## config.mk

```make
export PLATFORM = sky130hd
export DESIGN_NAME = timestamp_ordered_request_queue
export DESIGN_NICKNAME = d
export VERILOG_FILES = /design/src/rtl/core/troq_pkg.sv /design/src/rtl/core/timestamp_ordered_request_queue.sv /design/src/rtl/core/troq_ctrl.sv /design/src/rtl/core/troq_datapath.sv
export SDC_FILE = /design/constraint.sdc
export NUM_CORES = 2
export LEC_CHECK = 0
export BUFFER_PORTS_ARGS = -buffer_cell sky130_fd_sc_hd__buf_2
export CORE_UTILIZATION = 30
export DETAILED_ROUTE_END_ITERATION = 8
export PLACE_DENSITY = 0.52
export SKIP_LAST_GASP = 1
export SYNTH_ARGS = -nofsm -noshare
export SYNTH_HDL_FRONTEND = slang
export SYNTH_HIERARCHICAL = 1
export SYNTH_SLANG_ARGS = --single-unit
```

## constraint.sdc

```tcl
create_clock -name clk -period 10.29 [get_ports clk]
set_input_delay 1.029 -clock clk [delete_from_list [all_inputs] [get_ports clk]]
set_output_delay 1.029 -clock clk [all_outputs]
set_load 0.02 [all_outputs]
```

## src/rtl/core/troq_pkg.sv

```systemverilog
// Shared types and codes of the timestamp-ordered request queue.
package troq_pkg;

	localparam logic [1:0] CMD_PUSH   = 2'd0;
	localparam logic [1:0] CMD_POP    = 2'd1;
	localparam logic [1:0] CMD_REMOVE = 2'd2;

	localparam logic [1:0] ST_DONE  = 2'd0;
	localparam logic [1:0] ST_FULL  = 2'd1;
	localparam logic [1:0] ST_EMPTY = 2'd2;

	localparam logic REG_OWN_RANK = 1'b0;
	localparam logic REG_WINDOW   = 1'b1;

	localparam int RANK_BITS   = 8;
	localparam int WINDOW_BITS = 5;
	localparam logic [WINDOW_BITS-1:0] WINDOW_RESET = 5'd1;

	typedef struct packed {
		logic [1:0]  cmd;
		logic [31:0] req_ts;
		logic [7:0]  req_src;
		logic [31:0] req_data;
	} req_t;

	typedef struct packed {
		logic [1:0]  op_status;
		logic        head_valid;
		logic [31:0] head_ts;
		logic [7:0]  head_src;
		logic [31:0] head_data;
		logic [4:0]  occupancy;
		logic        is_candidate;
	} rsp_t;

	// Controller to datapath commands
	typedef struct packed {
		logic load;
		logic exec;
		logic rot;
		logic capture;
	} ctl_t;

	// Datapath to controller status
	typedef struct packed {
		logic is_remove;
		logic empty;
		logic iter_last;
	} stat_t;

endpackage

```

## src/rtl/core/timestamp_ordered_request_queue.sv

```systemverilog
// Top level of the timestamp-ordered request queue with its register port.
// An item is taken when start is high and busy low. It passes the execute
// state, then, for a remove on a non-empty queue, a scan state in which
// compaction rotates the queue one entry a cycle through its head cell, and
// the report state. rsp holds the result from the single cycle in which done
// is high, which cannot be held off, to the next report; the next item may
// start in that same cycle. own_rank lies at address 0 and window_size at 4.
module timestamp_ordered_request_queue #(
	parameter int QUEUE_DEPTH = 16,
	parameter int STAMP_BITS  = 32,
	parameter int SOURCE_BITS = 8
) (
	input  logic            clk,
	input  logic            arst_n,
	input  logic            start,
	output logic            busy,
	input  troq_pkg::req_t  req,
	output logic            done,
	output troq_pkg::rsp_t  rsp,
	input  logic            psel,
	input  logic            penable,
	input  logic            pwrite,
	input  logic [2:0]      paddr,
	input  logic [31:0]     pwdata,
	output logic [31:0]     prdata,
	output logic            pready
);

	logic [troq_pkg::RANK_BITS-1:0]   own_rank_q;
	logic [troq_pkg::WINDOW_BITS-1:0] window_q;
	troq_pkg::ctl_t                   ctl;
	troq_pkg::stat_t                  stat;

	assign pready = 1'b1;

	// Write the configuration registers
	always_ff @(posedge clk or negedge arst_n) begin
		if (!arst_n) begin
			own_rank_q <= '0;
			window_q   <= troq_pkg::WINDOW_RESET;
		end else if (psel && penable && pwrite) begin
			if (paddr[2] == troq_pkg::REG_OWN_RANK) own_rank_q <= pwdata[7:0];
			else window_q <= pwdata[4:0];
		end
	end

	// Read back the selected register
	always_comb begin
		if (paddr[2] == troq_pkg::REG_WINDOW) prdata = {27'd0, window_q};
		else prdata = {24'd0, own_rank_q};
	end

	troq_ctrl u_ctrl (
		.clk    (clk),
		.arst_n (arst_n),
		.start  (start),
		.busy   (busy),
		.done   (done),
		.stat   (stat),
		.ctl    (ctl)
	);

	troq_datapath #(
		.QUEUE_DEPTH (QUEUE_DEPTH),
		.STAMP_BITS  (STAMP_BITS),
		.SOURCE_BITS (SOURCE_BITS)
	) u_datapath (
		.clk         (clk),
		.arst_n      (arst_n),
		.ctl         (ctl),
		.stat        (stat),
		.req         (req),
		.own_rank    (own_rank_q),
		.window_size (window_q),
		.rsp         (rsp)
	);

endmodule

```

## src/rtl/core/troq_ctrl.sv

```systemverilog
// Sequencer of the request queue: accept, execute, compaction scan, report.
module troq_ctrl (
	input  logic             clk,
	input  logic             arst_n,
	input  logic             start,
	output logic             busy,
	output logic             done,
	input  troq_pkg::stat_t  stat,
	output troq_pkg::ctl_t   ctl
);

	typedef enum logic [1:0] {S_IDLE, S_EXEC, S_SCAN, S_REPORT} state_t;

	state_t state_q;
	logic   done_q;

	assign busy = (state_q != S_IDLE);
	assign done = done_q;

	// Decode commands from the state
	always_comb begin
		ctl.load    = (state_q == S_IDLE) && start;
		ctl.exec    = (state_q == S_EXEC);
		ctl.rot     = (state_q == S_SCAN);
		ctl.capture = (state_q == S_REPORT);
	end

	// Advance the sequence and raise the result strobe
	always_ff @(posedge clk or negedge arst_n) begin
		if (!arst_n) begin
			state_q <= S_IDLE;
			done_q  <= 1'b0;
		end else begin
			done_q <= 1'b0;
			case (state_q)
				S_IDLE: begin
					if (start) state_q <= S_EXEC;
				end
				S_EXEC: begin
					if (stat.is_remove && !stat.empty) state_q <= S_SCAN;
					else state_q <= S_REPORT;
				end
				S_SCAN: begin
					if (stat.iter_last) state_q <= S_REPORT;
				end
				S_REPORT: begin
					done_q  <= 1'b1;
					state_q <= S_IDLE;
				end
				default: state_q <= S_IDLE;
			endcase
		end
	end

endmodule

```

## src/rtl/core/troq_datapath.sv

```systemverilog
// Row of sorted queue cells with insert, shift, rotate and report logic.
module troq_datapath #(
	parameter int QUEUE_DEPTH = 16,
	parameter int STAMP_BITS  = 32,
	parameter int SOURCE_BITS = 8
) (
	input  logic                                clk,
	input  logic                                arst_n,
	input  troq_pkg::ctl_t                      ctl,
	output troq_pkg::stat_t                     stat,
	input  troq_pkg::req_t                      req,
	input  logic [troq_pkg::RANK_BITS-1:0]      own_rank,
	input  logic [troq_pkg::WINDOW_BITS-1:0]    window_size,
	output troq_pkg::rsp_t                      rsp
);

	localparam int CNTW = $clog2(QUEUE_DEPTH + 1);
	localparam int CMPW = (SOURCE_BITS > troq_pkg::RANK_BITS) ? SOURCE_BITS
		: troq_pkg::RANK_BITS;

	logic [STAMP_BITS-1:0]  ts_q   [QUEUE_DEPTH];
	logic [SOURCE_BITS-1:0] src_q  [QUEUE_DEPTH];
	logic [31:0]            data_q [QUEUE_DEPTH];
	logic [CNTW-1:0]        count_q;
	logic [CNTW-1:0]        iter_q;
	logic [1:0]             cmd_q;
	logic [STAMP_BITS-1:0]  new_ts_q;
	logic [SOURCE_BITS-1:0] new_src_q;
	logic [31:0]            new_data_q;
	logic [1:0]             status_q;
	troq_pkg::rsp_t         rsp_q;

	logic [QUEUE_DEPTH-1:0] valid;
	logic [QUEUE_DEPTH-1:0] lt;
	logic [QUEUE_DEPTH-1:0] hit;
	logic                   full;
	logic                   empty;
	logic                   keep_head;
	logic [CNTW-1:0]        last_idx;

	assign full      = (count_q >= CNTW'(QUEUE_DEPTH));
	assign empty     = (count_q == '0);
	assign keep_head = (src_q[0] != new_src_q);
	assign last_idx  = CNTW'(count_q - CNTW'(1));

	assign stat.is_remove = (cmd_q == troq_pkg::CMD_REMOVE);
	assign stat.empty     = empty;
	assign stat.iter_last = (iter_q == CNTW'(1));

	assign rsp = rsp_q;

	// Per-cell order compare, candidate match and update
	for (genvar k = 0; k < QUEUE_DEPTH; k++) begin : g_cell
		logic [STAMP_BITS-1:0]  prev_ts, next_ts;
		logic [SOURCE_BITS-1:0] prev_src, next_src;
		logic [31:0]            prev_data, next_data;
		logic                   ins_here;

		assign valid[k] = (count_q > CNTW'(k));
		assign lt[k]    = valid[k] && ((ts_q[k] < new_ts_q) ||
			((ts_q[k] == new_ts_q) && (src_q[k] < new_src_q)));
		assign hit[k]   = valid[k] && ({27'd0, window_size} > 32'(k)) &&
			(CMPW'(src_q[k]) == CMPW'(own_rank));

		if (k == 0) begin : g_first
			assign prev_ts   = ts_q[k];
			assign prev_src  = src_q[k];
			assign prev_data = data_q[k];
			assign ins_here  = !lt[k];
		end else begin : g_rest
			assign prev_ts   = ts_q[k-1];
			assign prev_src  = src_q[k-1];
			assign prev_data = data_q[k-1];
			assign ins_here  = !lt[k] && lt[k-1];
		end

		if (k == QUEUE_DEPTH - 1) begin : g_last
			assign next_ts   = ts_q[k];
			assign next_src  = src_q[k];
			assign next_data = data_q[k];
		end else begin : g_inner
			assign next_ts   = ts_q[k+1];
			assign next_src  = src_q[k+1];
			assign next_data = data_q[k+1];
		end

		// Insert, shift down, or rotate the head to the tail unless a remove drops it
		always_ff @(posedge clk) begin
			if (ctl.exec) begin
				if (cmd_q == troq_pkg::CMD_PUSH && !full && !lt[k]) begin
					ts_q[k]   <= ins_here ? new_ts_q : prev_ts;
					src_q[k]  <= ins_here ? new_src_q : prev_src;
					data_q[k] <= ins_here ? new_data_q : prev_data;
				end else if (cmd_q == troq_pkg::CMD_POP && !empty) begin
					ts_q[k]   <= next_ts;
					src_q[k]  <= next_src;
					data_q[k] <= next_data;
				end
			end else if (ctl.rot) begin
				if (keep_head && last_idx == CNTW'(k)) begin
					ts_q[k]   <= ts_q[0];
					src_q[k]  <= src_q[0];
					data_q[k] <= data_q[0];
				end else begin
					ts_q[k]   <= next_ts;
					src_q[k]  <= next_src;
					data_q[k] <= next_data;
				end
			end
		end
	end

	// Latch the accepted item
	always_ff @(posedge clk) begin
		if (ctl.load) begin
			cmd_q      <= req.cmd;
			new_ts_q   <= STAMP_BITS'(req.req_ts);
			new_src_q  <= SOURCE_BITS'(req.req_src);
			new_data_q <= req.req_data;
		end
	end

	// Track occupancy, scan count and status
	always_ff @(posedge clk or negedge arst_n) begin
		if (!arst_n) begin
			count_q  <= '0;
			iter_q   <= '0;
			status_q <= troq_pkg::ST_DONE;
		end else if (ctl.exec) begin
			status_q <= troq_pkg::ST_DONE;
			iter_q   <= count_q;
			case (cmd_q)
				troq_pkg::CMD_PUSH: begin
					if (full) status_q <= troq_pkg::ST_FULL;
					else count_q <= CNTW'(count_q + CNTW'(1));
				end
				troq_pkg::CMD_POP: begin
					if (empty) status_q <= troq_pkg::ST_EMPTY;
					else count_q <= last_idx;
				end
				default: ;
			endcase
		end else if (ctl.rot) begin
			iter_q <= CNTW'(iter_q - CNTW'(1));
			if (!keep_head) count_q <= last_idx;
		end
	end

	// Capture the result from the updated queue
	always_ff @(posedge clk) begin
		if (ctl.capture) begin
			rsp_q.op_status    <= status_q;
			rsp_q.head_valid   <= !empty;
			rsp_q.head_ts      <= empty ? 32'd0 : 32'(ts_q[0]);
			rsp_q.head_src     <= empty ? 8'd0 : 8'(src_q[0]);
			rsp_q.head_data    <= empty ? 32'd0 : data_q[0];
			rsp_q.occupancy    <= 5'(count_q);
			rsp_q.is_candidate <= |hit;
		end
	end

endmodule

```

* Word-level counts from Yosys, hierarchy flattened
Memory sizes are Yosys's and may differ from the RTL's.
Index checks and enable logic that the tools add are counted.
Widths: inputs -> output; s select.
** Word-level totals
- Memories :: 3
- Memory bits (read-only) :: 0
- Output and inout bits :: 116
- Word-level logic and storage cells :: 890
- Bits of input ports :: 115
- Bits in registers :: 183
- Bits in latches :: 0
- RAM bits :: 1152
** Memory list
- u_datapath.data_q :: words 16, bits a word 32, read ports 16, clocked after Yosys merged registers in 0, wr ports 16, line troq_datapath.sv:23 : logic [31:0] data_q [QUEUE_DEPTH];
- u_datapath.ts_q :: words 16, bits a word 32, read ports 16, clocked after Yosys merged registers in 0, wr ports 16, line troq_datapath.sv:21 : logic [STAMP_BITS-1:0] ts_q [QUEUE_DEPTH];
- u_datapath.src_q :: words 16, bits a word 8, read ports 16, clocked after Yosys merged registers in 0, wr ports 16, line troq_datapath.sv:22 : logic [SOURCE_BITS-1:0] src_q [QUEUE_DEPTH];
** Operators by class
- Bitwise gates (word level) :: 145
- Add/sub/neg operators :: 3
- Order comparisons :: 65
- Reduce and logical (&&, ||, !) cells :: 162
- Multipliers :: 0
- Multiplexer cells :: 434
- Shift-type cells :: 0
- Divide/modulo/power cells :: 0
- Equal/unequal tests :: 60
** Operators by type and width (number)
- $mux 32 :: 128
- $mux 8 :: 65
- $eq 32x32->1 :: 16
- $lt 32x32->1 :: 16
- $mux 1 :: 228
- $or 1x1->1 :: 144
- $eq 8x8->1 :: 16
- $lt 8x8->1 :: 16
- $logic_and 1x1->1 :: 117
- $gt 5x4->1 const B :: 16
- $eq 5x4->1 const B :: 8
- $gt 5x3->1 const B :: 8
- $mux 5 :: 7
- $eq 5x3->1 const B :: 4
- $gt 5x1->1 const B :: 4
- $gt 5x2->1 const B :: 4
- $logic_not 1->1 :: 18
- $logic_or 1x1->1 :: 16
- $reduce_or 16->1 :: 1
- $eq 5x1->1 const B :: 2
- $eq 5x2->1 const B :: 2
- $logic_not 5->1 :: 2
- $pmux 5 s2 :: 1
- $sub 5x1->5 const B :: 2
- other kinds (17) :: 28

* Logic depth before layout (Yosys ltp)
An unclocked memory read counts as a cell.
- Depth in word-level cells :: 13
- Gate-level depth with buffers :: 15
- Depth with buffers taken out :: 11

* Cells and area by module
Netlist, hierarchy kept.
** By module, submodules not included
- troq_datapath :: area each 87405.1 µm², instances 1, sequential area each 39547.9 µm², cells each 8317
- timestamp_ordered_request_queue :: area each 790.8 µm², instances 1, sequential area each 326.6 µm², cells each 64
- troq_ctrl :: area each 224.0 µm², instances 1, sequential area each 75.1 µm², cells each 21

* Least setup slack after synthesis
OpenSTA, ideal clock, no wires.
- Path kind :: reg2reg
- Start point :: reg u_datapath.new_ts_q[3]
- End point :: mem u_datapath.data_q[6][0] (netlist: u_datapath/data_q[0][192]), enable pin
- Setup slack :: 2.035 ns
- Library setup time :: 0.602 ns
- Cell stages (with the launch flop) :: 13
- Data arrival time :: 7.653 ns
- Data required time :: 9.688 ns
- Path buffers :: 3
- Period minus slack after synthesis :: 8.255 ns
- Cell sequence :: edfxtp_1 -> clkbuf_1 -> inv_1 -> ha_1 -> nand2_1 -> o21bai_1 -> a2111o_1 -> o211ai_1 -> a2111oi_0 -> or2_2 -> buf_2 -> buf_1 -> o21ai_0
** RTL lines
- start: declaration :: line troq_datapath.sv:27 : logic [STAMP_BITS-1:0] new_ts_q;
- start signal: assignment :: line troq_datapath.sv:117 : new_ts_q <= STAMP_BITS'(req.req_ts);
- end: declaration :: line troq_datapath.sv:23

==> load_flow_metrics.sql <==
INSERT INTO impl_metrics (metric_group, metric, value, unit) VALUES
('finish', 'area.growth.synth_to_final', '11.6', '%'),
('critical_path', 'path_buf_inv', '3', ''),
('global_route', 'grt_overflow', '0', ''),
('critical_path', 'end_kind', 'flop', ''),
('routing', 'avgRoutedWirePerCell', '35.4', 'µm'),
('routing', 'detail_route.iter0.violations', '11614', ''),
('floorplan', 'floorplan.rows', '198', ''),
('placed_design', 'dp_hpwl', '270000', 'µm'),
('synth', 'synth-seq-area-share', '0.452', ''),
('routing', 'detail-route-antenna-nets', '0', ''),
('sta', 'finalHoldViolCount', '0', ''),
('synth', 'synth.cell_area', '88400', 'µm²'),
('synth', 'compound_gate_fraction_of_synth_area', '0.237', ''),
('critical_path', 'regToRegStartpoint', 'u_datapath/new_ts_q[12]', ''),
('clock_tree', 'tritoncts.num_buffers', '174', ''),
('clock_tree', 'clock_insertion_delay_worst_skew', '0.91', 'ns'),
('synth', 'muxShareOfSynthArea', '0.0439', ''),
('outcome', 'run_status', 'finished clean', ''),
('sta', 'setup-tns-final', '0', 'ns'),
('critical_path', 'timing.critical_path.from_type', 'flop', ''),
('floorplan', 'core_footprint', '292000', 'µm²'),
('routing', 'finalWirelength', '432000', 'µm'),
('critical_path', 'setup.worst_path.start', 'u_datapath/new_ts_q[12]', ''),
('routing', 'avgViaCountPerCell', '6.58', ''),
('finish', 'fraction_of_layout_cells_with_a_size_suffix_above_1', '0.101', ''),
('global_route', 'grt_max_degree', '146', ''),
('floorplan', 'floorplan.io_pins', '231', ''),
('job', 'cap_viol_max_count', '0', ''),
('finish', 'utilization', '0.338', ''),
('sta', 'final_period_util', '0.771', ''),
('clock_tree', 'clkTransAtPathRegs', '0.06', 'ns'),
('critical_path', 'critical_path_class', 'reg -> reg', ''),
('critical_path', 'crit_path_cell_trace', 'inv_1 -> ha_1 -> a21o_1 -> a21o_1 -> a21oi_1 -> o211ai_1 -> a2111oi_0 -> or2_4 -> buf_4 -> and2_4 -> buf_4 -> o211ai_1', ''),
('critical_path', 'crit_slowest_cell', 'a2111oi_0', ''),
('global_route', 'grtUsageTotal', '0.280', ''),
('sta', 'finalWorstPathRequiredPeriod', '7.94', 'ns'),
('synth', 'synthAdderAreaFrac', '0.0904', ''),
('synth', 'synth_top_area_cell', 'edfxtp_1', ''),
('global_route', 'grt_pass1_wl', '598000', 'µm'),
('critical_path', 'timing.critical_path.slowest_cell_delay', '1.18', 'ns'),
('clock_tree', 'cts_tree', 'done', ''),
('floorplan', 'die_area', '297000', 'µm²'),
('routing', 'remaining_drc_errors', '0', ''),
('finish', 'final.fill_count', '29416', ''),
('clock_tree', 'clock_tree.htree_level_count', '4', ''),
('finish', 'nNetsFinal', '8913', ''),
('routing', 'via_count', '80292', ''),
('critical_path', 'arrival', '8.48', 'ns'),
('sta', 'finalSetupViolations', '0', ''),
('critical_path', 'critical_path_maximum_fanout', '46', ''),
('synth', 'area_share_of_and_or_nand_nor_cells_after_synthesis', '0.118', ''),
('sta', 'timing_worst_slew_pin_value', '1.37', 'ns'),
('floorplan', 'floorplan.initialDensity', '0.303', ''),
('clock_tree', 'postCtsResizedCells', '0', ''),
('synth', 'synth_top_area_frac', '0.444', ''),
('synth', 'synth_edf_count', '1307', ''),
('critical_path', 'crit_family', 'compound AO/OA/AOI/OAI gates', ''),
('sta', 'fin_skew', '0.0950', 'ns'),
('synth', 'largest_family_of_logic_cells_by_synthesized_area', 'compound AO/OA/AOI/OAI gates', ''),
('synth', 'most_common_cell_in_the_netlist', 'edfxtp_1', ''),
('synth', 'synth_cell_types', '90', ''),
('clock_tree', 'clock-root-buffer', 'clkbuf_16', ''),
('synth', 'synth_top_cells_by_area', 'edfxtp_1 (44%), ha_1 (9.0%), o211ai_1 (6.8%)', ''),
('clock_tree', 'cts_post_setup_buffers_inserted', '0', ''),
('clock_tree', 'clockBufferDepth', '4', ''),
('placed_design', 'port_buffers', '179', ''),
('synth', 'post_synth_xor_area_fraction', '0.0139', ''),
('sta', 'fmax', '0.126', 'GHz'),
('floorplan', 'die-width', '545', 'µm'),
('clock_tree', 'clock_sinks', '1335', ''),
('floorplan', 'floorplan.die.height', '545', 'µm');
-- worst register-to-register path, stage by stage (launching register included) --
cell	delay, ns
edfxtp_1	0.67
inv_1	0.55
ha_1	0.40
a21o_1	0.16
a21o_1	0.17
a21oi_1	0.37
o211ai_1	0.38
a2111oi_0	1.19
or2_4	0.97
buf_4	0.86
and2_4	0.82
buf_4	0.72
o211ai_1	0.42
-- cell families (layout without fill, tap and decap cells) --
kind of cell | after synthesis | after routing
AND/OR/NAND/NOR | 2122 | 2122
XOR/XNOR | 139 | 139
flip-flops | 1335 | 1335
other | 2 | 41
AO/OA/AOI/OAI | 2844 | 2844
adder cells (fa/ha/maj) | 639 | 639
buffers and inverters | 945 | 802
multiplexers | 376 | 376
-- layout by cell type (no fill, tap or decap), types with 31 or more instances in the layout --
cell / count
a22o_1: 141
clkbuf_1: 31
and3_1: 45
a21o_1: 123
a31oi_1: 85
a221o_1: 76
nand2b_1: 32
buf_4: 222
clkbuf_16: 176
nor4_1: 37
a311o_1: 208
a211oi_1: 99
nor3_1: 167
a22oi_1: 635
mux2i_1: 285
and2_1: 144
ha_1: 638
nand2_1: 484
edfxtp_1: 1307
nor2_1: 316
mux2_2: 91
xnor2_1: 114
nand4_1: 146
clkinv_1: 36
o21ai_0: 225
o211ai_1: 804
a21oi_1: 288
nor2b_1: 176
inv_1: 91
buf_2: 179
nand3_1: 468
-- layout make-up --
type	count	area (µm²)	share of cell area
repair buffers	410	2740	0.0278
diodes	16	40.0	0.000406
multi-input cells	6145	45300	0.459
well taps	3900	4880	0.0495
clock buffers	212	4590	0.0465
flip-flops and latches	1335	39900	0.405
clock inverters	87	800	0.00810
inverters	93	349	0.00354
-- registers in the layout (all words and copies together), names as in the netlist, 8 cells and up --
| register | cells |
|---|---|
| u_datapath/data_q | 512 |
| u_datapath/ts_q | 512 |
| u_datapath/src_q | 128 |
| u_datapath/rsp | 81 |
| u_datapath/new_data_q | 32 |
| u_datapath/new_ts_q | 32 |
| own_rank_q | 8 |
| u_datapath/new_src_q | 8 |
-- metal layers --
| metal | vias up | part of all wire | track usage |
|---|---|---|---|
| met1 | 40334 | 0.39 | 0.356 |
| met4 | 0 | 0.067 | 0.170 |
| li1 | 32922 | - | - |
| met5 | - | 0 | 0 |
| met3 | 1267 | 0.10 | 0.0597 |
| met2 | 5769 | 0.44 | 0.434 |
-- path summary, 6_finish.rpt --
| kind | endpoint | slack (ns) | cells after the start |
|---|---|---|---|
| min in group clk | u_datapath/new_data_q[1] | 0.29 | 1 |
| max in group asynchronous | window_q[4] | 9.63 | 1 |
| max | u_datapath/ts_q[0][234] | 2.35 | 12 |
| max reg2reg | u_datapath/ts_q[0][234] | 2.35 | 12 |
| min reg2reg | u_datapath/rsp[80] | 0.46 | 0 |
| min | own_rank_q[6] | 0.19 | 1 |
-- through the flow --
| stage | setup slack (ns) | std cells | hold WS (ns) | instance area (µm²) |
|---|---|---|---|---|
| 6_report | 2.35 | 12198 | 0.190 | 98700 |
| 5_1_grt | 2.55 | 12184 | 0.237 | 98600 |
| 4_1_cts | 2.78 | 12182 | 0.178 | 98600 |
| 3_5_place_dp | 2.81 | 11883 | 0.455 | 93200 |
| 3_3_place_gp | 2.98 | 11883 | 0.471 | 93200 |
| 2_1_floorplan | 2.04 | 8425 | 0.425 | 88500 |
Power is not shown: default switching activity piles up to over one toggle a cycle in this logic, so the estimate is an artifact.
